===== src/hdl/stq_pkg.sv =====
`timescale 1ns / 1ps
`default_nettype none

package stq_pkg;

  // default sizes
  localparam int ENTRIES_DEF      = 16;
  localparam int HANDLER_BITS_DEF = 8;
  localparam int OCC_BITS_DEF     = $clog2(ENTRIES_DEF + 1);

  // field widths
  localparam int ACT_W  = 2;
  localparam int STAT_W = 3;
  localparam int SEC_W  = 32;
  localparam int USEC_W = 20;
  localparam int DL_W   = SEC_W + USEC_W;

  // request actions
  typedef enum logic [ACT_W-1:0] {
    ACT_INSERT = 2'd0,
    ACT_REMOVE = 2'd1,
    ACT_EXPIRE = 2'd2
  } act_t;

  // result status codes
  typedef enum logic [STAT_W-1:0] {
    RS_INSERTED  = 3'd0,
    RS_FULL      = 3'd1,
    RS_REMOVED   = 3'd2,
    RS_NOT_FOUND = 3'd3,
    RS_EXPIRED   = 3'd4,
    RS_NONE_DUE  = 3'd5
  } rsp_code_t;

  // datapath operations
  typedef enum logic [3:0] {
    OP_NONE,
    OP_INS_START,
    OP_INS_STEP,
    OP_INS_PUT,
    OP_REM_START,
    OP_REM_STEP,
    OP_REM_DONE,
    OP_EXP_START,
    OP_EXP_POP,
    OP_REPLY
  } dp_op_t;

  // controller states
  typedef enum logic [2:0] {
    S_IDLE,
    S_DECODE,
    S_INS_SCAN,
    S_INS_PUT,
    S_REM_SCAN,
    S_REM_DONE,
    S_EXP_POP
  } ctl_state_t;

  // controller -> datapath
  typedef struct packed {
    logic      take;
    dp_op_t    op;
    rsp_code_t code;
  } dp_cmd_t;

  // datapath -> controller
  typedef struct packed {
    logic             accepted;
    logic [ACT_W-1:0] act;
    logic             full;
    logic             cnt_zero;
    logic             head_due;
    logic             ins_stop;
    logic             rem_end;
    logic             exp_more;
    logic             out_free;
  } dp_sts_t;

endpackage

`default_nettype wire


===== src/hdl/stq_if.sv =====
`timescale 1ns / 1ps
`default_nettype none

// request channel
interface stq_req_if import stq_pkg::*; #(
  parameter int HANDLER_BITS = HANDLER_BITS_DEF
) ();
  logic                    valid;
  logic                    ready;
  logic [ACT_W-1:0]        action;
  logic [HANDLER_BITS-1:0] handler_id;
  logic [SEC_W-1:0]        time_sec;
  logic [USEC_W-1:0]       time_usec;

  modport source (output valid, action, handler_id, time_sec, time_usec, input ready);
  modport sink   (input valid, action, handler_id, time_sec, time_usec, output ready);
endinterface

// result channel
interface stq_rsp_if import stq_pkg::*; #(
  parameter int HANDLER_BITS = HANDLER_BITS_DEF,
  parameter int OCC_BITS     = OCC_BITS_DEF
) ();
  logic                    valid;
  logic                    ready;
  logic [STAT_W-1:0]       status;
  logic [HANDLER_BITS-1:0] expired_handler;
  logic                    last;
  logic                    queue_empty;
  logic [SEC_W-1:0]        earliest_sec;
  logic [USEC_W-1:0]       earliest_usec;
  logic [OCC_BITS-1:0]     occupancy;

  modport source (output valid, status, expired_handler, last, queue_empty,
                  earliest_sec, earliest_usec, occupancy, input ready);
  modport sink   (input valid, status, expired_handler, last, queue_empty,
                  earliest_sec, earliest_usec, occupancy, output ready);
endinterface

`default_nettype wire


===== src/hdl/stq_ctrl.sv =====
`timescale 1ns / 1ps
`default_nettype none

module stq_ctrl import stq_pkg::*; (
  input  logic    clk,
  input  logic    rst,
  input  dp_sts_t sts,
  output dp_cmd_t cmd
);

  ctl_state_t state, state_next;

  // state register
  always_ff @(posedge clk) begin
    if (rst) begin
      state <= S_IDLE;
    end else begin
      state <= state_next;
    end
  end

  // next state
  always_comb begin
    state_next = state;
    unique case (state)
      S_IDLE: begin
        if (sts.accepted) state_next = S_DECODE;
      end
      S_DECODE: begin
        unique case (sts.act)
          ACT_INSERT: begin
            if (sts.full) begin
              if (sts.out_free) state_next = S_IDLE;
            end else if (sts.cnt_zero) begin
              state_next = S_INS_PUT;
            end else begin
              state_next = S_INS_SCAN;
            end
          end
          ACT_REMOVE: begin
            if (sts.cnt_zero) begin
              if (sts.out_free) state_next = S_IDLE;
            end else begin
              state_next = S_REM_SCAN;
            end
          end
          ACT_EXPIRE: begin
            if (!sts.head_due) begin
              if (sts.out_free) state_next = S_IDLE;
            end else begin
              state_next = S_EXP_POP;
            end
          end
          default: state_next = S_IDLE;
        endcase
      end
      S_INS_SCAN: begin
        if (sts.ins_stop) state_next = S_INS_PUT;
      end
      S_INS_PUT: begin
        if (sts.out_free) state_next = S_IDLE;
      end
      S_REM_SCAN: begin
        if (sts.rem_end) state_next = S_REM_DONE;
      end
      S_REM_DONE: begin
        if (sts.out_free) state_next = S_IDLE;
      end
      S_EXP_POP: begin
        if (sts.out_free && !sts.exp_more) state_next = S_IDLE;
      end
      default: state_next = S_IDLE;
    endcase
  end

  // datapath commands
  always_comb begin
    cmd.take = 1'b0;
    cmd.op   = OP_NONE;
    cmd.code = RS_INSERTED;
    unique case (state)
      // no request is taken while reset is held
      S_IDLE: cmd.take = !rst;
      S_DECODE: begin
        unique case (sts.act)
          ACT_INSERT: begin
            if (sts.full) begin
              if (sts.out_free) begin
                cmd.op   = OP_REPLY;
                cmd.code = RS_FULL;
              end
            end else begin
              cmd.op = OP_INS_START;
            end
          end
          ACT_REMOVE: begin
            if (sts.cnt_zero) begin
              if (sts.out_free) begin
                cmd.op   = OP_REPLY;
                cmd.code = RS_NOT_FOUND;
              end
            end else begin
              cmd.op = OP_REM_START;
            end
          end
          ACT_EXPIRE: begin
            if (!sts.head_due) begin
              if (sts.out_free) begin
                cmd.op   = OP_REPLY;
                cmd.code = RS_NONE_DUE;
              end
            end else begin
              cmd.op = OP_EXP_START;
            end
          end
          default: cmd.op = OP_NONE;
        endcase
      end
      S_INS_SCAN: cmd.op = OP_INS_STEP;
      S_INS_PUT:  cmd.op = sts.out_free ? OP_INS_PUT : OP_NONE;
      S_REM_SCAN: cmd.op = OP_REM_STEP;
      S_REM_DONE: cmd.op = sts.out_free ? OP_REM_DONE : OP_NONE;
      S_EXP_POP:  cmd.op = sts.out_free ? OP_EXP_POP : OP_NONE;
      default:    cmd.op = OP_NONE;
    endcase
  end

endmodule

`default_nettype wire


===== src/hdl/stq_dp.sv =====
`timescale 1ns / 1ps
`default_nettype none

module stq_dp import stq_pkg::*; #(
  parameter int ENTRIES      = ENTRIES_DEF,
  parameter int HANDLER_BITS = HANDLER_BITS_DEF
) (
  input  logic             clk,
  input  logic             rst,
  stq_req_if.sink          req,
  stq_rsp_if.source        rsp,
  input  dp_cmd_t          cmd,
  output dp_sts_t          sts
);

  localparam int IW = $clog2(ENTRIES);      // physical slot address
  localparam int LW = IW + 1;               // logical offset, reaches ENTRIES
  localparam int CW = $clog2(ENTRIES + 1);  // timer count
  localparam int EW = DL_W + HANDLER_BITS;  // {deadline, handler}

  // slot store, circular, logical slot 0 at hptr
  logic [EW-1:0] mem [ENTRIES];

  logic [ACT_W-1:0]        req_act;
  logic [HANDLER_BITS-1:0] req_hid;
  logic [DL_W-1:0]         req_dl;
  logic [EW-1:0]           head_q;
  logic [EW-1:0]           rd_q;
  logic [IW-1:0]           hptr;
  logic [CW-1:0]           count;
  logic [LW-1:0]           idx;
  logic [LW-1:0]           pos;
  logic                    found;

  logic                    out_valid;
  rsp_code_t               out_code;
  logic [HANDLER_BITS-1:0] out_hid;
  logic                    out_last;
  logic                    out_empty;
  logic [DL_W-1:0]         out_dl;
  logic [CW-1:0]           out_cnt;

  logic [LW-1:0]   cnt_l;
  logic [EW-1:0]   req_ent;
  logic [DL_W-1:0] rd_dl, head_dl;
  logic            rd_lt_req, req_lt_rd, head_lt_req;
  logic            idx_zero, shift, match, more, rem_end, out_free, accepted;
  logic            we, re;
  logic [LW-1:0]   woff, roff;
  logic [IW-1:0]   waddr, raddr;
  logic [EW-1:0]   wdata;
  logic            emit;
  rsp_code_t       e_code;
  logic [HANDLER_BITS-1:0] e_hid;
  logic            e_last;
  logic [CW-1:0]   e_cnt;
  logic [DL_W-1:0] e_dl;

  // logical offset to physical slot, one wrap at most
  function automatic logic [IW-1:0] phys(input logic [IW-1:0] base,
                                         input logic [LW-1:0] off);
    logic [LW-1:0] sum;
    sum = LW'(base) + off;
    if (sum >= LW'(ENTRIES)) sum = sum - LW'(ENTRIES);
    return sum[IW-1:0];
  endfunction

  // compares and flags
  assign cnt_l       = LW'(count);
  assign req_ent     = {req_dl, req_hid};
  assign rd_dl       = rd_q[EW-1 -: DL_W];
  assign head_dl     = head_q[EW-1 -: DL_W];
  assign rd_lt_req   = rd_dl < req_dl;
  assign req_lt_rd   = req_dl < rd_dl;
  assign head_lt_req = head_dl < req_dl;
  assign idx_zero    = (idx == '0);
  // slot 0 moves only for a strictly earlier timer, others for not-smaller
  assign shift       = idx_zero ? req_lt_rd : !rd_lt_req;
  assign match       = (rd_q[HANDLER_BITS-1:0] == req_hid);
  assign more        = (count > CW'(1)) && rd_lt_req;
  assign rem_end     = (idx == cnt_l - LW'(1));
  assign out_free    = !out_valid || rsp.ready;
  assign accepted    = req.valid && cmd.take;

  assign req.ready = cmd.take;

  assign sts.accepted = accepted;
  assign sts.act      = req_act;
  assign sts.full     = (count == CW'(ENTRIES));
  assign sts.cnt_zero = (count == '0);
  assign sts.head_due = (count != '0) && head_lt_req;
  assign sts.ins_stop = !shift || idx_zero;
  assign sts.rem_end  = rem_end;
  assign sts.exp_more = more;
  assign sts.out_free = out_free;

  // store port control
  always_comb begin
    we    = 1'b0;
    re    = 1'b0;
    woff  = '0;
    roff  = '0;
    wdata = rd_q;
    unique case (cmd.op)
      OP_INS_START: begin
        re   = (count != '0);
        roff = cnt_l - LW'(1);
      end
      OP_INS_STEP: begin
        we   = shift;
        woff = idx + LW'(1);
        re   = !idx_zero;
        roff = idx - LW'(1);
      end
      OP_INS_PUT: begin
        we    = 1'b1;
        woff  = pos;
        wdata = req_ent;
      end
      OP_REM_START: begin
        re = 1'b1;
      end
      OP_REM_STEP: begin
        we   = found;
        woff = idx - LW'(1);
        re   = !rem_end;
        roff = idx + LW'(1);
      end
      OP_EXP_START: begin
        re   = (count > CW'(1));
        roff = LW'(1);
      end
      OP_EXP_POP: begin
        re   = more;
        roff = LW'(2);
      end
      default: ;
    endcase
  end

  assign waddr = phys(hptr, woff);
  assign raddr = phys(hptr, roff);

  // slot store
  always_ff @(posedge clk) begin
    if (we) mem[waddr] <= wdata;
    if (re) rd_q <= mem[raddr];
  end

  // result word contents
  always_comb begin
    emit   = 1'b0;
    e_code = cmd.code;
    e_hid  = '0;
    e_last = 1'b1;
    e_cnt  = count;
    e_dl   = head_dl;
    unique case (cmd.op)
      OP_INS_PUT: begin
        emit   = 1'b1;
        e_code = RS_INSERTED;
        e_cnt  = count + CW'(1);
        e_dl   = (pos == '0) ? req_dl : head_dl;
      end
      OP_REM_DONE: begin
        emit   = 1'b1;
        e_code = found ? RS_REMOVED : RS_NOT_FOUND;
        e_cnt  = found ? count - CW'(1) : count;
      end
      OP_EXP_POP: begin
        emit   = 1'b1;
        e_code = RS_EXPIRED;
        e_hid  = head_q[HANDLER_BITS-1:0];
        e_last = !more;
        e_cnt  = count - CW'(1);
        e_dl   = rd_dl;
      end
      OP_REPLY: emit = 1'b1;
      default: ;
    endcase
  end

  // request capture and scan registers
  always_ff @(posedge clk) begin
    if (accepted) begin
      req_act <= req.action;
      req_hid <= req.handler_id;
      req_dl  <= {req.time_sec, req.time_usec};
    end
    unique case (cmd.op)
      OP_INS_START: begin
        idx <= cnt_l - LW'(1);
        pos <= '0;
      end
      OP_INS_STEP: begin
        if (shift && !idx_zero) idx <= idx - LW'(1);
        if (!shift) pos <= idx + LW'(1);
      end
      OP_INS_PUT: begin
        if (pos == '0) head_q <= req_ent;
      end
      OP_REM_START: begin
        idx <= '0;
      end
      OP_REM_STEP: begin
        idx <= idx + LW'(1);
        // entry after a removed head becomes the new head
        if (found && idx == LW'(1)) head_q <= rd_q;
      end
      OP_EXP_POP: begin
        head_q <= rd_q;
      end
      default: ;
    endcase
  end

  // count, head pointer, match flag
  always_ff @(posedge clk) begin
    if (rst) begin
      count <= '0;
      hptr  <= '0;
      found <= 1'b0;
    end else begin
      unique case (cmd.op)
        OP_INS_PUT:   count <= count + CW'(1);
        OP_REM_START: found <= 1'b0;
        OP_REM_STEP: begin
          if (!found && match) found <= 1'b1;
        end
        OP_REM_DONE: begin
          if (found) count <= count - CW'(1);
        end
        OP_EXP_POP: begin
          count <= count - CW'(1);
          hptr  <= phys(hptr, LW'(1));
        end
        default: ;
      endcase
    end
  end

  // output register
  always_ff @(posedge clk) begin
    if (rst) begin
      out_valid <= 1'b0;
    end else begin
      out_valid <= emit || (out_valid && !rsp.ready);
    end
  end

  always_ff @(posedge clk) begin
    if (emit) begin
      out_code  <= e_code;
      out_hid   <= e_hid;
      out_last  <= e_last;
      out_empty <= (e_cnt == '0);
      out_dl    <= (e_cnt == '0) ? '0 : e_dl;
      out_cnt   <= e_cnt;
    end
  end

  assign rsp.valid           = out_valid;
  assign rsp.status          = out_code;
  assign rsp.expired_handler = out_hid;
  assign rsp.last            = out_last;
  assign rsp.queue_empty     = out_empty;
  assign rsp.earliest_sec    = out_dl[DL_W-1 -: SEC_W];
  assign rsp.earliest_usec   = out_dl[USEC_W-1:0];
  assign rsp.occupancy       = out_cnt;

endmodule

`default_nettype wire


===== src/hdl/sorted_timer_queue.sv =====
`timescale 1ns / 1ps
`default_nettype none

// channel  dir  words
// -------  ---  ---------------------------------------------------------
// req      in   action, handler_id, time_sec, time_usec
// rsp      out  status, expired_handler, last, queue_empty, earliest, occupancy
//
// Insert walks backward from the tail, one slot a cycle.
// Remove walks forward, compacting behind the hit.
// Expire pops from the head; the store is circular, so a pop only moves the head.
// The slot memory takes one read and one write a cycle. rsp stalls
// hold the walk at its result step; req is taken while the last result waits in rsp.
// rst clears the count, head pointer and valid, and holds req.ready low; slots need no clearing.

module sorted_timer_queue import stq_pkg::*; #(
  parameter int ENTRIES      = ENTRIES_DEF,
  parameter int HANDLER_BITS = HANDLER_BITS_DEF
) (
  input  logic       clk,
  input  logic       rst,
  stq_req_if.sink    req,
  stq_rsp_if.source  rsp
);

  dp_cmd_t cmd;
  dp_sts_t sts;

  // sequencer
  stq_ctrl u_ctrl (
    .clk (clk),
    .rst (rst),
    .sts (sts),
    .cmd (cmd)
  );

  // slot store and result register
  stq_dp #(
    .ENTRIES      (ENTRIES),
    .HANDLER_BITS (HANDLER_BITS)
  ) u_dp (
    .clk (clk),
    .rst (rst),
    .req (req),
    .rsp (rsp),
    .cmd (cmd),
    .sts (sts)
  );

endmodule

`default_nettype wire


===== src/flat_wrapper.sv =====
// flat-port wrapper written by rule: the top's interface ports become plain ports
module sorted_timer_queue_flat import stq_pkg::*;
#(
  parameter int ENTRIES      = ENTRIES_DEF,
  parameter int HANDLER_BITS = HANDLER_BITS_DEF
)
  (clk, rst, req_valid, req_action, req_handler_id, req_time_sec, req_time_usec, req_ready, rsp_valid, rsp_status, rsp_expired_handler, rsp_last, rsp_queue_empty, rsp_earliest_sec, rsp_earliest_usec, rsp_occupancy, rsp_ready);
  stq_req_if #(.HANDLER_BITS(HANDLER_BITS)) req_i ();
  stq_rsp_if #(.HANDLER_BITS(HANDLER_BITS), .OCC_BITS((OCC_BITS_DEF))) rsp_i ();
  input  logic clk;
  input  logic rst;
  input wire logic [$bits(req_i.valid)-1:0] req_valid;
  input wire logic [$bits(req_i.action)-1:0] req_action;
  input wire logic [$bits(req_i.handler_id)-1:0] req_handler_id;
  input wire logic [$bits(req_i.time_sec)-1:0] req_time_sec;
  input wire logic [$bits(req_i.time_usec)-1:0] req_time_usec;
  output wire logic [$bits(req_i.ready)-1:0] req_ready;
  output wire logic [$bits(rsp_i.valid)-1:0] rsp_valid;
  output wire logic [$bits(rsp_i.status)-1:0] rsp_status;
  output wire logic [$bits(rsp_i.expired_handler)-1:0] rsp_expired_handler;
  output wire logic [$bits(rsp_i.last)-1:0] rsp_last;
  output wire logic [$bits(rsp_i.queue_empty)-1:0] rsp_queue_empty;
  output wire logic [$bits(rsp_i.earliest_sec)-1:0] rsp_earliest_sec;
  output wire logic [$bits(rsp_i.earliest_usec)-1:0] rsp_earliest_usec;
  output wire logic [$bits(rsp_i.occupancy)-1:0] rsp_occupancy;
  input wire logic [$bits(rsp_i.ready)-1:0] rsp_ready;
  assign req_i.valid = req_valid;
  assign req_i.action = req_action;
  assign req_i.handler_id = req_handler_id;
  assign req_i.time_sec = req_time_sec;
  assign req_i.time_usec = req_time_usec;
  assign req_ready = req_i.ready;
  assign rsp_valid = rsp_i.valid;
  assign rsp_status = rsp_i.status;
  assign rsp_expired_handler = rsp_i.expired_handler;
  assign rsp_last = rsp_i.last;
  assign rsp_queue_empty = rsp_i.queue_empty;
  assign rsp_earliest_sec = rsp_i.earliest_sec;
  assign rsp_earliest_usec = rsp_i.earliest_usec;
  assign rsp_occupancy = rsp_i.occupancy;
  assign rsp_i.ready = rsp_ready;
  sorted_timer_queue #(.ENTRIES(ENTRIES), .HANDLER_BITS(HANDLER_BITS)) u_core (.clk(clk), .rst(rst), .req(req_i), .rsp(rsp_i));
endmodule

===== config.mk =====
export PLATFORM = sky130hd
export DESIGN_NAME = sorted_timer_queue_flat
export DESIGN_NICKNAME = d
export VERILOG_FILES = /design/src/hdl/stq_pkg.sv /design/src/hdl/stq_if.sv /design/src/hdl/stq_ctrl.sv /design/src/hdl/stq_dp.sv /design/src/hdl/sorted_timer_queue.sv /design/src/flat_wrapper.sv
export SDC_FILE = /design/constraint.sdc
export NUM_CORES = 1
export LEC_CHECK = 0
export ABC_CLOCK_PERIOD_IN_PS = 13800
export BUFFER_PORTS_ARGS = -buffer_cell sky130_fd_sc_hd__buf_4
export CELL_PAD_IN_SITES_DETAIL_PLACEMENT = 0
export CELL_PAD_IN_SITES_GLOBAL_PLACEMENT = 2
export CORE_ASPECT_RATIO = 1.75
export CORE_MARGIN = 4
export CORE_UTILIZATION = 23
export CTS_CLUSTER_SIZE = 24
export DETAILED_ROUTE_END_ITERATION = 10
export GPL_ROUTABILITY_DRIVEN = 0
export PLACE_DENSITY_LB_ADDON = 0.05
export SLEW_MARGIN = 20
export SYNTH_ARGS = -nofsm -noshare
export SYNTH_HDL_FRONTEND = slang
export SYNTH_SLANG_ARGS = --single-unit

===== constraint.sdc =====
create_clock -name clk -period 13.8 [get_ports clk]
set_input_delay 2.76 -clock clk [delete_from_list [all_inputs] [get_ports clk]]
set_output_delay 2.76 -clock clk [all_outputs]
set_load 0.01 [all_outputs]

# Word level (Yosys, flattened, before mapping)
# Memories as Yosys holds them, arrays and structs flattened. A register that Yosys moved wholly into a read port is not among the register bits.
# Cells that the tools add are included.
[word_totals]
regBits = 216
latchBits = 0
ramBits = 960
rom_bits = 0
in_bits = 66
output_inout_bits = 72
word_cells = 158
mem_count = 1
[op_classes]
n_addsub = 10
multipliers = 0
n_div = 0
order_cmp = 7
eq_ne = 30
n_shift = 0
muxes = 55
bitwise = 0
n_reduce_logical = 38
[memory_table]
columns = ["memory", "depth", "width", "rd", "rd_clocked_by_memory_dff", "write_ports", "line", "text"]
rows = [
  ["u_core.u_dp.mem", 16, 60, 1, 1, 1, "stq_dp.sv:22", "logic [EW-1:0] mem [ENTRIES];"],
]
[ops]
columns = ["op", "count"]
rows = [
  ["two-way mux 60 bit", 3],
  ["one-hot mux 60 bit (3 select lines)", 1],
  ["< comparator 52 bit", 3],
  ["one-hot mux 52 bit (2 select lines)", 1],
  ["two-way mux 52 bit", 1],
  ["two-way mux 3 bit", 13],
  ["one-hot mux 5 bit (3 select lines)", 2],
  ["two-way mux 4 bit", 7],
  ["one-hot mux 3 bit (3 select lines)", 3],
  ["one-hot mux 5 bit (5 select lines)", 1],
  ["one-hot mux 4 bit (6 select lines)", 1],
  ["two-way mux 7 bit", 3],
  ["logical NOT 5 bit", 4],
  ["one-hot mux 5 bit (4 select lines)", 1],
  ["one-hot mux 3 bit (6 select lines)", 1],
  ["equality test 4 x 3 -> 1 bit (second input constant)", 4],
  ["inequality test 2 bit (second input constant)", 8],
  ["greater-or-equal comparator 5 bit (second input constant)", 3],
  ["two-way mux 5 bit", 3],
  ["one-hot mux 4 bit (3 select lines)", 1],
  ["subtractor 4 x 1 -> 4 bit (second input constant)", 3],
  ["adder 4 x 5 -> 5 bit", 2],
  ["adder 5 x 1 -> 5 bit (second input constant)", 2],
  ["one-hot mux 5 bit (2 select lines)", 1],
  ["other kinds (35)", 68],
]

# Logic depth before layout (Yosys ltp)
# Gate-level depths: netlist of the first run.
[depth]
word_depth = 11
ltp_mapped = 24
depth_no_buf = 19

# By module
# A second synthesis of the first run with hierarchy kept.
[hier_totals]
cells_unflattened = 3594
hier_area_um2 = 54274.6
[modules_own_cells]
columns = ["module", "instances", "cells_per_inst", "area_per_inst_um2", "seq_area_each_um2"]
rows = [
  ["stq_dp", 1, 3533, 53856.7, 36915.4],
  ["stq_ctrl", 1, 61, 417.9, 60.1],
]

# Worst setup path before layout of the first run
# Ideal clock, no wire load.
[synth_timing]
path_type = "input-to-reg"
startpoint = "in rsp_ready"
endpoint = "mem u_core.u_dp.mem[4][0] in the netlist's numbering, enable pin"
setup_ps = 626
t_arrival_ps = 10661
required_ps = 13174
slack_ps = 2513
stages = 14
n_path_buf = 3
path_cell_list = "nand2b_1 -> clkbuf_1 -> and3_1 -> clkbuf_1 -> buf_1 -> nand2_1 -> nand2_1 -> ha_1 -> a21o_1 -> a21oi_1 -> xnor2_1 -> xnor2_1 -> nand2_1 -> nor4_1"
[synth_via]
elab_chain_cells = 10
word_cells_on_any_way = 23
classes_between = "add/sub (2); order compare (1); eq/ne (3); mux (16); reduce/logical (1)"
[synth_lines]
columns = ["element", "line", "text"]
rows = [
  ["start, declared", "flat_wrapper.sv:26", "input wire logic [$bits(rsp_i.ready)-1:0] rsp_ready;"],
  ["logical OR 1 bit (*)", "stq_dp.sv:82", "assign out_free = !out_valid || rsp.ready;"],
  ["two-way mux 7 bit, on equally long branches", "stq_ctrl.sv:108, stq_ctrl.sv:88, stq_ctrl.sv:98", ""],
  ["two-way mux 4 bit, on equally long branches", "stq_ctrl.sv:107, stq_ctrl.sv:87, stq_ctrl.sv:97", ""],
  ["one-hot mux 4 bit (3 select lines)", "stq_ctrl.sv:85", "unique case (sts.act)"],
  ["one-hot mux 4 bit (6 select lines) (*)", "stq_ctrl.sv:81", "unique case (state)"],
  ["equality test 4 x 3 -> 1 bit or equality test 4 x 2 -> 1 bit (tied branches)", "stq_dp.sv:104", "unique case (cmd.op)"],
  ["one-hot mux 5 bit (3 select lines)", "stq_dp.sv:104", ""],
  ["adder 4 x 5 -> 5 bit", "stq_dp.sv:63", "sum = LW'(base) + off;"],
  ["subtractor 4 x 1 -> 4 bit or greater-or-equal comparator 5 bit (tied branches)", "stq_dp.sv:64", "if (sum >= LW'(ENTRIES)) sum = sum - LW'(ENTRIES);"],
  ["two-way mux 4 bit", "stq_dp.sv:64", ""],
  ["end, declared", "stq_dp.sv:22", ""],
]
# Mark *: on every way between the ends. The rest lies on a longest branch, timed or not.

# Worst setup path after layout of the first run
[layout_timing]
startpoint = "in rsp_ready"
endpoint = "reg u_core.u_dp.rd_q[19] (read register of u_core.u_dp.mem) (data pin)"
[layout_via]
elab_chain_cells = 10
word_cells_on_any_way = 24
classes_between = "add/sub (2); order compare (1); eq/ne (6); mux (14); reduce/logical (1)"
[layout_lines]
columns = ["element", "line", "text"]
rows = [
  ["logical OR 1 bit (*)", "stq_dp.sv:82", ""],
  ["two-way mux 7 bit, on equally long branches", "stq_ctrl.sv:108, stq_ctrl.sv:88, stq_ctrl.sv:98", ""],
  ["two-way mux 4 bit, on equally long branches", "stq_ctrl.sv:107, stq_ctrl.sv:87, stq_ctrl.sv:97", ""],
  ["one-hot mux 4 bit (3 select lines)", "stq_ctrl.sv:85", ""],
  ["one-hot mux 4 bit (6 select lines) (*)", "stq_ctrl.sv:81", ""],
  ["equality test 4 bit (tied with other cells)", "stq_dp.sv:104", ""],
  ["one-hot mux 5 bit (5 select lines)", "stq_dp.sv:104", ""],
  ["adder 4 x 5 -> 5 bit", "stq_dp.sv:63", ""],
  ["subtractor 4 x 1 -> 4 bit or greater-or-equal comparator 5 bit (tied branches)", "stq_dp.sv:64", ""],
  ["two-way mux 4 bit", "stq_dp.sv:64", ""],
  ["end, declared", "stq_dp.sv:28", "logic [EW-1:0] rd_q;"],
]
# Marks and branches as above.
# A chain may end at the register's enable or synchronous reset.

==> results of run 1 <==
==> path summary, 6_finish.rpt <==
path,startpoint,to,depth (start not counted)
setup reg to reg,u_core.u_dp.req_dl[7],u_core.u_dp.rd_q[13],21
hold / removal,u_core.u_dp.head_q[2],u_core.u_dp.rsp.expired_handler[2],1
setup / recovery,rsp_ready,u_core.u_dp.rd_q[19],19
hold reg to reg,u_core.u_dp.head_q[2],u_core.u_dp.rsp.expired_handler[2],1
==> layout by cell type, fill, tap and decap left out, drive strengths merged, types with 7 or more instances in the layout <==
| master | count |
|---|---|
| a21o | 23 |
| a21oi | 101 |
| a221o | 7 |
| a222oi | 52 |
| a22oi | 61 |
| and2 | 14 |
| buf | 263 |
| bufinv | 13 |
| clkbuf | 173 |
| clkinv | 46 |
| dfxtp | 14 |
| edfxtp | 1222 |
| ha | 117 |
| inv | 127 |
| mux2 | 68 |
| mux2i | 64 |
| mux4 | 241 |
| nand2 | 239 |
| nand2b | 10 |
| nand3 | 19 |
| nand4 | 18 |
| nor2 | 167 |
| nor2b | 12 |
| nor3 | 14 |
| nor4 | 10 |
| o211ai | 9 |
| o21a | 11 |
| o21ai | 190 |
| o221ai | 62 |
| xnor2 | 18 |
| xor2 | 20 |
==> metal layers <==
| metal | vias to the layer above | wire length (um) | part of all wire [%] | track usage (%) |
|---|---|---|---|---|
| met4 | 0 | 4780 | 2.5 | 4.29 |
| met3 | 222 | 6890 | 3.6 | 1.94 |
| met2 | 661 | 98200 | 52 | 28.2 |
| li1 | 13058 | - | - | - |
| met1 | 15831 | 79500 | 42 | 19.6 |
| met5 | - | 0 | 0 | 0 |
==> worst register-to-register path, delay by kind of cell (launching register included) <==
kind	cells	cell delay, ns
compound gates	9	3.21
buf+inv	4	1.77
fa+ha+maj	2	0.96
mux	2	0.95
simple gates	4	0.93
flops	1	0.41
==> cells by family after synthesis <==
kind of cell / after synthesis / synth area share, %
flip-flops: 1236 / 69.9
AO/OA/AOI/OAI: 554 / 7.10
AND/OR/NAND/NOR: 524 / 4.25
multiplexers: 373 / 13.0
buffers and inverters: 312 / 2.31
adder cells (fa/ha/maj): 120 / 2.86
XOR/XNOR: 38 / 0.629
==> through the flow <==
step	util [%]	instance area, um^2	hold slack (ns)	power [uW]
after floorplan	-	52900	0.497	4610
after global placement	25.5	58200	0.525	4820
after detailed placement	25.5	58200	0.525	4830
after CTS	27.4	62700	0.510	8680
after global routing	27.5	62700	0.513	8840
final	27.5	62700	0.508	8490
==> area by class of cell <==
type                            instances  share of cell area, %
Sequential cell                      1236                   58.9
Multi-Input combinational cell       1609                   23.9
Tap cell                             3042                   6.07
Clock buffer                          172                   6.01
Timing Repair Buffer                  264                   3.25
Clock inverter                         69                   1.08
Inverter                              123                  0.736
Antenna cell                            2                0.00798
==> flip-flops by register name, indices dropped and copies added (netlist names), 2 cells and up <==
signal and count:
u_core.u_dp.mem 960, u_core.u_dp.hptr 4, u_core.u_dp.rd_q 60, u_core.u_dp.out_dl 52
u_core.u_dp.pos 5, u_core.u_dp.req_hid 8, u_core.u_dp.cnt_l 5, u_core.u_dp.rsp.occupancy 5
u_core.u_dp.head_q 60, u_core.u_dp.req_dl 52, u_core.u_dp.rsp.expired_handler 8, u_core.u_dp.req_act 2
u_core.u_ctrl.state 3, u_core.u_dp.idx 5, u_core.u_dp.rsp.status 3
==> power groups by stage <==
stage	registers, uW	logic [uW]	clock network, uW
final	4140	585	3770
after CTS	4140	607	3930
after global placement	4230	599	0
after global routing	4140	647	4050
after detailed placement	4230	605	0
after floorplan	4220	393	0
==> impl_metrics.env, run 1 <==
export IMPL_worstMarginPinSlew_ns=1.05
export IMPL_regArea_um2=37000
export IMPL_initial_utilization_pct=23.2
export IMPL_die_h_um=642
export IMPL_status="finished, final reports clean"
export IMPL_grt_pass1_wl_um=260000
export IMPL_r2r_slack_ns=5.30
export IMPL_path_cells="buf_4, nand2b_1, and3_1, buf_4, a2111oi_0, o21ai_0, and3_1, nand2b_1, o211ai_1, ha_4, fa_4, buf_12, buf_4, mux4_2, mux2_2, nand2_1, o21ai_0, a22oi_1, o221ai_1"
export IMPL_synth_avg_cell_area_um2=16.8
export IMPL_cts_root_buf="clkbuf_16"
export IMPL_dp_cells=6272
export IMPL_antenna_found_initial=9
export IMPL_yosysTopAreaCellShare_pct=69.4
export IMPL_critPathMaxFanout=48
export IMPL_grt_overflow_total=0
export IMPL_io_pins=138
export IMPL_die_w_um=371
export IMPL_rsz0062_at_grt="false"
export IMPL_synth_cell_types=64
export IMPL_drive_gt1_share_pct=23.4
export IMPL_synth_seq_cells=1236
export IMPL_cp_common_cell="buf_4"
export IMPL_cp_arrival_ns=9.19
export IMPL_grt_max_degree=185
export IMPL_p_int_uw=6560
export IMPL_comb_power_share_pct=6.9
export IMPL_grt_pass1_vias=31738
export IMPL_instances_no_fill=6517
export IMPL_fillers=22880
export IMPL_antenna_left=0
export IMPL_swShare_pct=22.8
export IMPL_clkPwrFrac_pct=44.3
export IMPL_synth_fp_nets=3342
export IMPL_synth_edf_count=1222
export IMPL_p_leak_uw=0.0201
export IMPL_drv_slew=0
export IMPL_hold_class="reg2reg"
export IMPL_cts_resized=0
export IMPL_ys_top_cells_by_area="edfxtp_1 (69%), mux4_2 (10%), ha_1 (2.8%), o21ai_0 (1.8%), nand2_1 (1.7%)"
export IMPL_ys_seq_area_share_pct=69.9
export IMPL_track_usage_pct=15.7
export IMPL_clock_sinks=1236
export IMPL_synth_cells=3157
export IMPL_routed_wl_um=189000
export IMPL_dieArea_um2=238000
export IMPL_fin_crit_ns=8.72
export IMPL_yosysWarnings=0
export IMPL_multi_input_area_um2=15000
export IMPL_h_tree_depth=4
export IMPL_first_pass_iters=9
export IMPL_critical_path_class="in2reg"
export IMPL_power_switching_uw=1940
export IMPL_ys_flop_type="edfxtp_1"
export IMPL_slew_headroom_pct=29.6
export IMPL_remaining_drc_errors=0
export IMPL_setup_viol=0
export IMPL_clock_path_buffers=4
export IMPL_setup_tns_ns=0
export IMPL_synth_most_common_cell="edfxtp_1"
export IMPL_path_buf_inv=4
export IMPL_share_seq_of_total_power_pct=48.8
export IMPL_num_rows=232
export IMPL_skew_ns=0.0455
export IMPL_worst_slack_ns=5.08
export IMPL_ys_async_sr_fraction_pct=0
export IMPL_cts_setup_buffers=0
export IMPL_coreArea_um2=228000
export IMPL_cts_tree="built"
export IMPL_portBuffers=137
export IMPL_place_ws_ns=3.97
export IMPL_hold_viol=0
export IMPL_required_ns=14.27
export IMPL_cp_top_family="compound AO/OA/AOI/OAI gates"
export IMPL_vias=29772
export IMPL_power_density_nw_per_um2=135
export IMPL_synth_top_area_cell="edfxtp_1"
export IMPL_cts_inserted_buffers=143
export IMPL_dp_hpwl_um=107000
export IMPL_fmax_mhz=115
export IMPL_cap_violations=0
export IMPL_insertion_delay_ns=0.80
export IMPL_via_per_inst=4.57
export IMPL_area_growth_pct=18.6
export IMPL_critical_path_max_stage_delay_ns=1.11
export IMPL_path_clk_slew_ns=0.07
export IMPL_peakVddDrop_mv=0.0848
export IMPL_synthTopCellsByCount="edfxtp_1 (1222), mux4_2 (241), nand2_1 (239)"
export IMPL_end_kind="flip-flop"
export IMPL_nNetsFinal=3562
export IMPL_cp_slowest_cell="fa_4"
export IMPL_post_synth_instance_area_um2=52900
export IMPL_post_route_period_util_pct=63.2
export IMPL_drt_iter0_markers=2166
export IMPL_holdBufCountCts=0
export IMPL_critPathLaunchType="primary input"
export IMPL_wl_per_cell_um=29.1
(Power assumes the default switching activity.)
==> run 2: changes to the inputs <==
--- a/config.mk
+++ b/config.mk
@@ -5,7 +5,7 @@
 export SDC_FILE = /design/constraint.sdc
 export NUM_CORES = 1
 export LEC_CHECK = 0
-export ABC_CLOCK_PERIOD_IN_PS = 13800
+export ABC_CLOCK_PERIOD_IN_PS = 7600
 export BUFFER_PORTS_ARGS = -buffer_cell sky130_fd_sc_hd__buf_4
 export CELL_PAD_IN_SITES_DETAIL_PLACEMENT = 0
 export CELL_PAD_IN_SITES_GLOBAL_PLACEMENT = 2
==> constraint.sdc (replaced) <==
create_clock -name clk -period 7.6 [get_ports clk]
set_input_delay 1.52 -clock clk [delete_from_list [all_inputs] [get_ports clk]]
set_output_delay 1.52 -clock clk [all_outputs]
set_load 0.01 [all_outputs]
==> run 2 against run 1 <==
Die area is the same. Total power is 86% higher. Setup slack lost 4.5 ns. Cell count rose by 0.69%. Clock skew is essentially flat. Combinational power is 88% higher. First-iteration DRC count up 12%. Sequential power grew 82%. Clock power grew 89%. Hold slack improved by 0.016 ns. Global-route usage up 0.10 points. Critical endpoint is now u_core.u_dp.rd_q[53]. Largest cell class unchanged.
==> impl_metrics.env, run 2 (synthesized netlist as in run 1, its figures left out) <==
export IMPL_antenna_found_initial=10
export IMPL_drive_gt1_share_pct=24.7
export IMPL_setup_viol=0
export IMPL_cp_arrival_ns=7.54
export IMPL_cts_tree="built"
export IMPL_grt_max_degree=118
export IMPL_cts_inserted_buffers=146
export IMPL_critical_path_class="reg2reg"
export IMPL_die_h_um=642
export IMPL_h_tree_depth=4
export IMPL_area_growth_pct=20.5
export IMPL_coreArea_um2=228000
export IMPL_clock_sinks=1236
export IMPL_drt_iter0_markers=2432
export IMPL_num_rows=232
export IMPL_fmax_mhz=143
export IMPL_critPathLaunchType="flip-flop"
export IMPL_portBuffers=137
export IMPL_status="finished, final reports clean"
export IMPL_holdBufCountCts=0
export IMPL_grt_pass1_vias=31809
export IMPL_first_pass_iters=8
export IMPL_fin_crit_ns=7.01
export IMPL_setup_tns_ns=0
export IMPL_vias=30212
export IMPL_design_area_um2=63800
export IMPL_insertion_delay_ns=0.80
export IMPL_grt_overflow_total=0
export IMPL_hold_viol=0
export IMPL_slew_headroom_pct=27.3
export IMPL_layout_common_cells="edfxtp_1 (1222), buf_4 (263), mux4_2 (241), nand2_1 (236), o21ai_0 (183)"
export IMPL_antenna_left=0
export IMPL_largest_reg_flops=960
export IMPL_via_per_inst=4.60
export IMPL_io_pins=138
export IMPL_drv_slew=0
export IMPL_end_kind="flip-flop"
export IMPL_cts_setup_buffers=0
export IMPL_worstMarginPinSlew_ns=1.09
export IMPL_place_area_um2=59000
export IMPL_final_common_cell="edfxtp_1"
export IMPL_path_clk_slew_ns=0.06
export IMPL_post_route_period_util_pct=92.3
export IMPL_critPathMaxFanout=37
export IMPL_hold_class="reg2reg"
export IMPL_wl_per_cell_um=29.1
export IMPL_rsz0062_at_grt="false"
export IMPL_grt_pass1_wl_um=261000
export IMPL_cts_root_buf="clkbuf_16"
export IMPL_remaining_drc_errors=0
export IMPL_peakVddDrop_mv=0.172
export IMPL_routed_wl_um=191000
export IMPL_cts_resized=0
export IMPL_top_regs="u_core.u_dp.mem: 960 flops, u_core.u_dp.head_q: 60 flops, u_core.u_dp.rd_q: 60 flops"
export IMPL_skew_ns=0.0456
export IMPL_dp_hpwl_um=112000
export IMPL_cap_violations=0
export IMPL_power_density_nw_per_um2=247
export IMPL_required_ns=8.12
export IMPL_clock_path_buffers=4
export IMPL_initial_utilization_pct=23.2
export IMPL_nNetsFinal=3603
export IMPL_dieArea_um2=238000
export IMPL_min_path_cells=1
export IMPL_p_leak_uw=0.0205
export IMPL_track_usage_pct=15.8
export IMPL_die_w_um=371
export IMPL_reg2regPathDepth=21
export IMPL_top_register="u_core.u_dp.mem"
## run 2: worst paths after layout
path                                              from                                  to  slack, ns
worst min register to register   u_core.u_dp.head_q[3]  u_core.u_dp.rsp.expired_handler[3]       0.52
worst max-delay path            u_core.u_dp.req_dl[51]                u_core.u_dp.rd_q[53]       0.59
worst max register to register  u_core.u_dp.req_dl[51]                u_core.u_dp.rd_q[53]       0.59
worst min-delay path             u_core.u_dp.head_q[3]  u_core.u_dp.rsp.expired_handler[3]       0.52
## run 2: routing by layer
layer  up-vias  track usage [%]  wire length, um  share of wire, %
met5         -                0                0                 0
met4         0             4.70             5680               3.0
met3       244             2.15             8330               4.4
met2       792             28.2            98400                52
met1     16033             19.7            78600                41
li1      13143                -                -                 -
## run 2: through the flow
step	hold slack, ns	util [%]	worst slack [ns]	total power (uW)	instances
floorplan	0.497	-	0.0545	8370	3157
global placement	0.560	25.8	0.420	8800	6312
detailed placement	0.544	25.8	0.378	8810	6312
CTS	0.523	27.9	0.334	16100	6559
global route	0.525	27.9	0.0928	16400	6560
finish	0.524	27.9	0.585	15800	6562
## run 2: power by group
part | internal, uW | switching, uW
Sequential | 7490 | 37.5
Combinational | 482 | 619
Clock | 4260 | 2870
Total | 12200 | 3530
## run 2: worst max-delay path, stage by stage (launching register included)
cell	delay, ns
edfxtp_1	0.40
inv_1	0.27
ha_1	0.32
nand4_1	0.32
nor3_1	0.11
a22oi_1	0.19
nor4b_2	0.79
o211ai_2	0.39
o31a_1	0.39
and3_1	0.30
nand2b_1	0.19
o211ai_1	0.17
ha_4	0.21
fa_4	0.93
buf_12	0.29
buf_4	0.26
mux4_2	0.31
mux2i_1	0.24
buf_4	0.17
o21ai_0	0.07
a22oi_1	0.23
o221ai_2	0.13
## run 2: area by class of cell
| cell class | count | area, um^2 |
|---|---|---|
| Fill cell | 22822 | 165000 |
| Sequential cell | 1236 | 37000 |
| Multi-Input combinational cell | 1609 | 15000 |
| Clock buffer | 174 | 3860 |
| Tap cell | 3042 | 3810 |
| Timing Repair Buffer | 302 | 2760 |
| Clock inverter | 73 | 851 |
| Inverter | 123 | 462 |
| Antenna cell | 3 | 7.51 |
==> run 3: changes to the inputs <==
--- a/config.mk
+++ b/config.mk
@@ -10,12 +10,12 @@
 export CELL_PAD_IN_SITES_DETAIL_PLACEMENT = 0
 export CELL_PAD_IN_SITES_GLOBAL_PLACEMENT = 2
 export CORE_ASPECT_RATIO = 1.75
-export CORE_MARGIN = 4
 export CORE_UTILIZATION = 23
 export CTS_CLUSTER_SIZE = 24
 export DETAILED_ROUTE_END_ITERATION = 10
 export GPL_ROUTABILITY_DRIVEN = 0
 export PLACE_DENSITY_LB_ADDON = 0.05
+export REMOVE_ABC_BUFFERS = 1
 export SLEW_MARGIN = 20
 export SYNTH_ARGS = -nofsm -noshare
 export SYNTH_HDL_FRONTEND = slang
==> run 3 against run 2 <==
Flip-flop and latch count did not move. Combinational power rose by 9%. Sequential power barely moved. Cell count rose by 1.2%. Cell area rose by 1.3%. Critical path depth rose by 1. Die area fell by 2.5%. Wire length rose by 0.32%. Utilization rose by 0.35 points. Setup slack improved by 0.22 ns. Clock power fell by 2%. Maximum frequency rose by 3.3%. Critical endpoint unchanged.
==> impl_metrics.env, run 3 (synthesized netlist as in run 1, its figures left out) <==
export IMPL_status="finished, final reports clean"
export IMPL_grt_pass1_wl_um=264000
export IMPL_grt_max_degree=61
export IMPL_clock_sinks=1236
export IMPL_h_tree_depth=4
export IMPL_die_h_um=636
export IMPL_drt_iter0_markers=2217
export IMPL_multi_input_area_um2=15000
export IMPL_final_core_util_pct=28.3
export IMPL_holdBufCountCts=0
export IMPL_dieArea_um2=232000
export IMPL_wl_per_cell_um=28.8
export IMPL_peakVddDrop_mv=0.144
export IMPL_hold_viol=0
export IMPL_vias=30413
export IMPL_comb_power_share_pct=7.6
export IMPL_largest_reg_flops=960
export IMPL_fin_crit_ns=6.79
export IMPL_track_usage_pct=16.5
export IMPL_rsz0062_at_grt="false"
export IMPL_worstMarginPinSlew_ns=1.23
export IMPL_cts_inserted_buffers=146
export IMPL_antenna_left=0
export IMPL_power_switching_uw=3610
export IMPL_share_seq_of_total_power_pct=47.9
export IMPL_first_pass_iters=6
export IMPL_cp_arrival_ns=7.35
export IMPL_layout_common_cells="edfxtp_1 (1222), buf_4 (309), mux4_2 (241), nand2_1 (236), o21ai_0 (179)"
export IMPL_routed_wl_um=192000
export IMPL_swShare_pct=23.0
export IMPL_cts_resized=0
export IMPL_nNetsFinal=3682
export IMPL_p_leak_uw=0.0209
export IMPL_area_growth_pct=22.0
export IMPL_clkPwrFrac_pct=44.4
export IMPL_power_density_nw_per_um2=243
export IMPL_regArea_um2=37000
export IMPL_num_rows=232
export IMPL_worst_slack_ns=0.807
export IMPL_io_pins=138
export IMPL_grt_overflow_total=0
export IMPL_drive_gt1_share_pct=26.3
export IMPL_fillers=22822
export IMPL_insertion_delay_ns=0.82
export IMPL_cts_tree="built"
export IMPL_path_clk_slew_ns=0.06
export IMPL_critical_path_class="reg2reg"
export IMPL_cap_violations=0
export IMPL_grt_pass1_vias=32432
export IMPL_clock_path_buffers=4
export IMPL_final_common_cell="edfxtp_1"
export IMPL_setup_viol=0
export IMPL_place_ws_ns=0.632
export IMPL_instances_no_fill=6642
export IMPL_end_kind="flip-flop"
export IMPL_dp_hpwl_um=116000
export IMPL_p_int_uw=12100
export IMPL_top_regs="u_core.u_dp.mem: 960 flops, u_core.u_dp.head_q: 60 flops, u_core.u_dp.rd_q: 60 flops"
export IMPL_hold_class="reg2reg"
export IMPL_skew_ns=0.0570
export IMPL_portBuffers=137
export IMPL_drv_slew=0
export IMPL_dp_cells=6391
export IMPL_post_route_period_util_pct=89.4
export IMPL_via_per_inst=4.58
export IMPL_critPathLaunchType="flip-flop"
export IMPL_coreArea_um2=228000
export IMPL_initial_utilization_pct=23.2
export IMPL_top_register="u_core.u_dp.mem"
export IMPL_holdWs_ns=0.542
export IMPL_die_w_um=365
export IMPL_fmax_mhz=147
export IMPL_remaining_drc_errors=0
export IMPL_slew_headroom_pct=18.0
export IMPL_critPathMaxFanout=18
export IMPL_cts_root_buf="clkbuf_16"
export IMPL_antenna_found_initial=12
export IMPL_required_ns=8.16
export IMPL_cts_setup_buffers=0
-- run 3: changes by cell type in the layout (fill, tap and decap cells not counted), sizes merged --
cell,previous run,this run
diode,3,1
clkinv,44,51
buf,302,381
bufinv,19,12
clkbuf,174,177
-- run 3: final timing paths --
kind / from / to / slack (ns) / depth (start not counted)
setup / recovery: u_core.u_dp.req_dl[7] / u_core.u_dp.rd_q[53] / 0.81 / 22
hold / removal: u_core.u_dp.head_q[1] / u_core.u_dp.rsp.expired_handler[1] / 0.54 / 1
setup reg to reg: u_core.u_dp.req_dl[7] / u_core.u_dp.rd_q[53] / 0.81 / 22
hold reg to reg: u_core.u_dp.head_q[1] / u_core.u_dp.rsp.expired_handler[1] / 0.54 / 1
-- run 3: through the flow --
stage                      TNS, ns  power (uW)  area, um^2
after CTS                        0       16000       64500
final                            0       15700       64600
after global routing             0       16300       64600
after global placement           0        8900       60000
after detailed placement         0        8910       60000
after floorplan           -1308.17        8550       52100
-- run 3: metal layers --
metal | up-vias | wire length [um] | share of wire [%] | GRT usage, %
li1 | 13317 | - | - | -
met1 | 16135 | 80300 | 42 | 20.6
met2 | 711 | 99300 | 52 | 29.4
met3 | 250 | 6850 | 3.6 | 2.02
met4 | 0 | 5120 | 2.7 | 4.76
met5 | - | 0 | 0 | 0
-- run 3: area by class of cell --
class,count,share of cell area [%]
inverter,123,0.715
multi-input combinational,1609,23.2
sequential,1236,57.3
clock inverter,73,1.04
clock buffer,177,6.02
antenna,1,0.00388
tap,3042,5.90
timing repair buffer,381,5.80
-- run 3: power by group through the flow --
stage	logic [uW]	registers (uW)	clock network, uW
after global placement	1230	7670	0
after floorplan	891	7660	0
after global routing	1320	7530	7430
final	1200	7520	6980
after CTS	1240	7520	7260
after detailed placement	1240	7670	0
-- run 3: critical path: stages (launching register included) --
cell and delay (ns):
edfxtp_1 0.41, inv_1 0.19, ha_1 0.28, and3_1 0.21, a221oi_1 0.33, o31ai_1 0.25, a2111oi_2 0.89, o211ai_2 0.32
o31a_1 0.37, and3_1 0.21, nand2b_1 0.14, o211ai_1 0.15, ha_4 0.21, fa_4 0.80, buf_12 0.18, buf_12 0.22
buf_12 0.16, mux4_2 0.30, mux2_2 0.30, nand2_1 0.07, o21ai_0 0.09, a22oi_1 0.25, o221ai_2 0.13
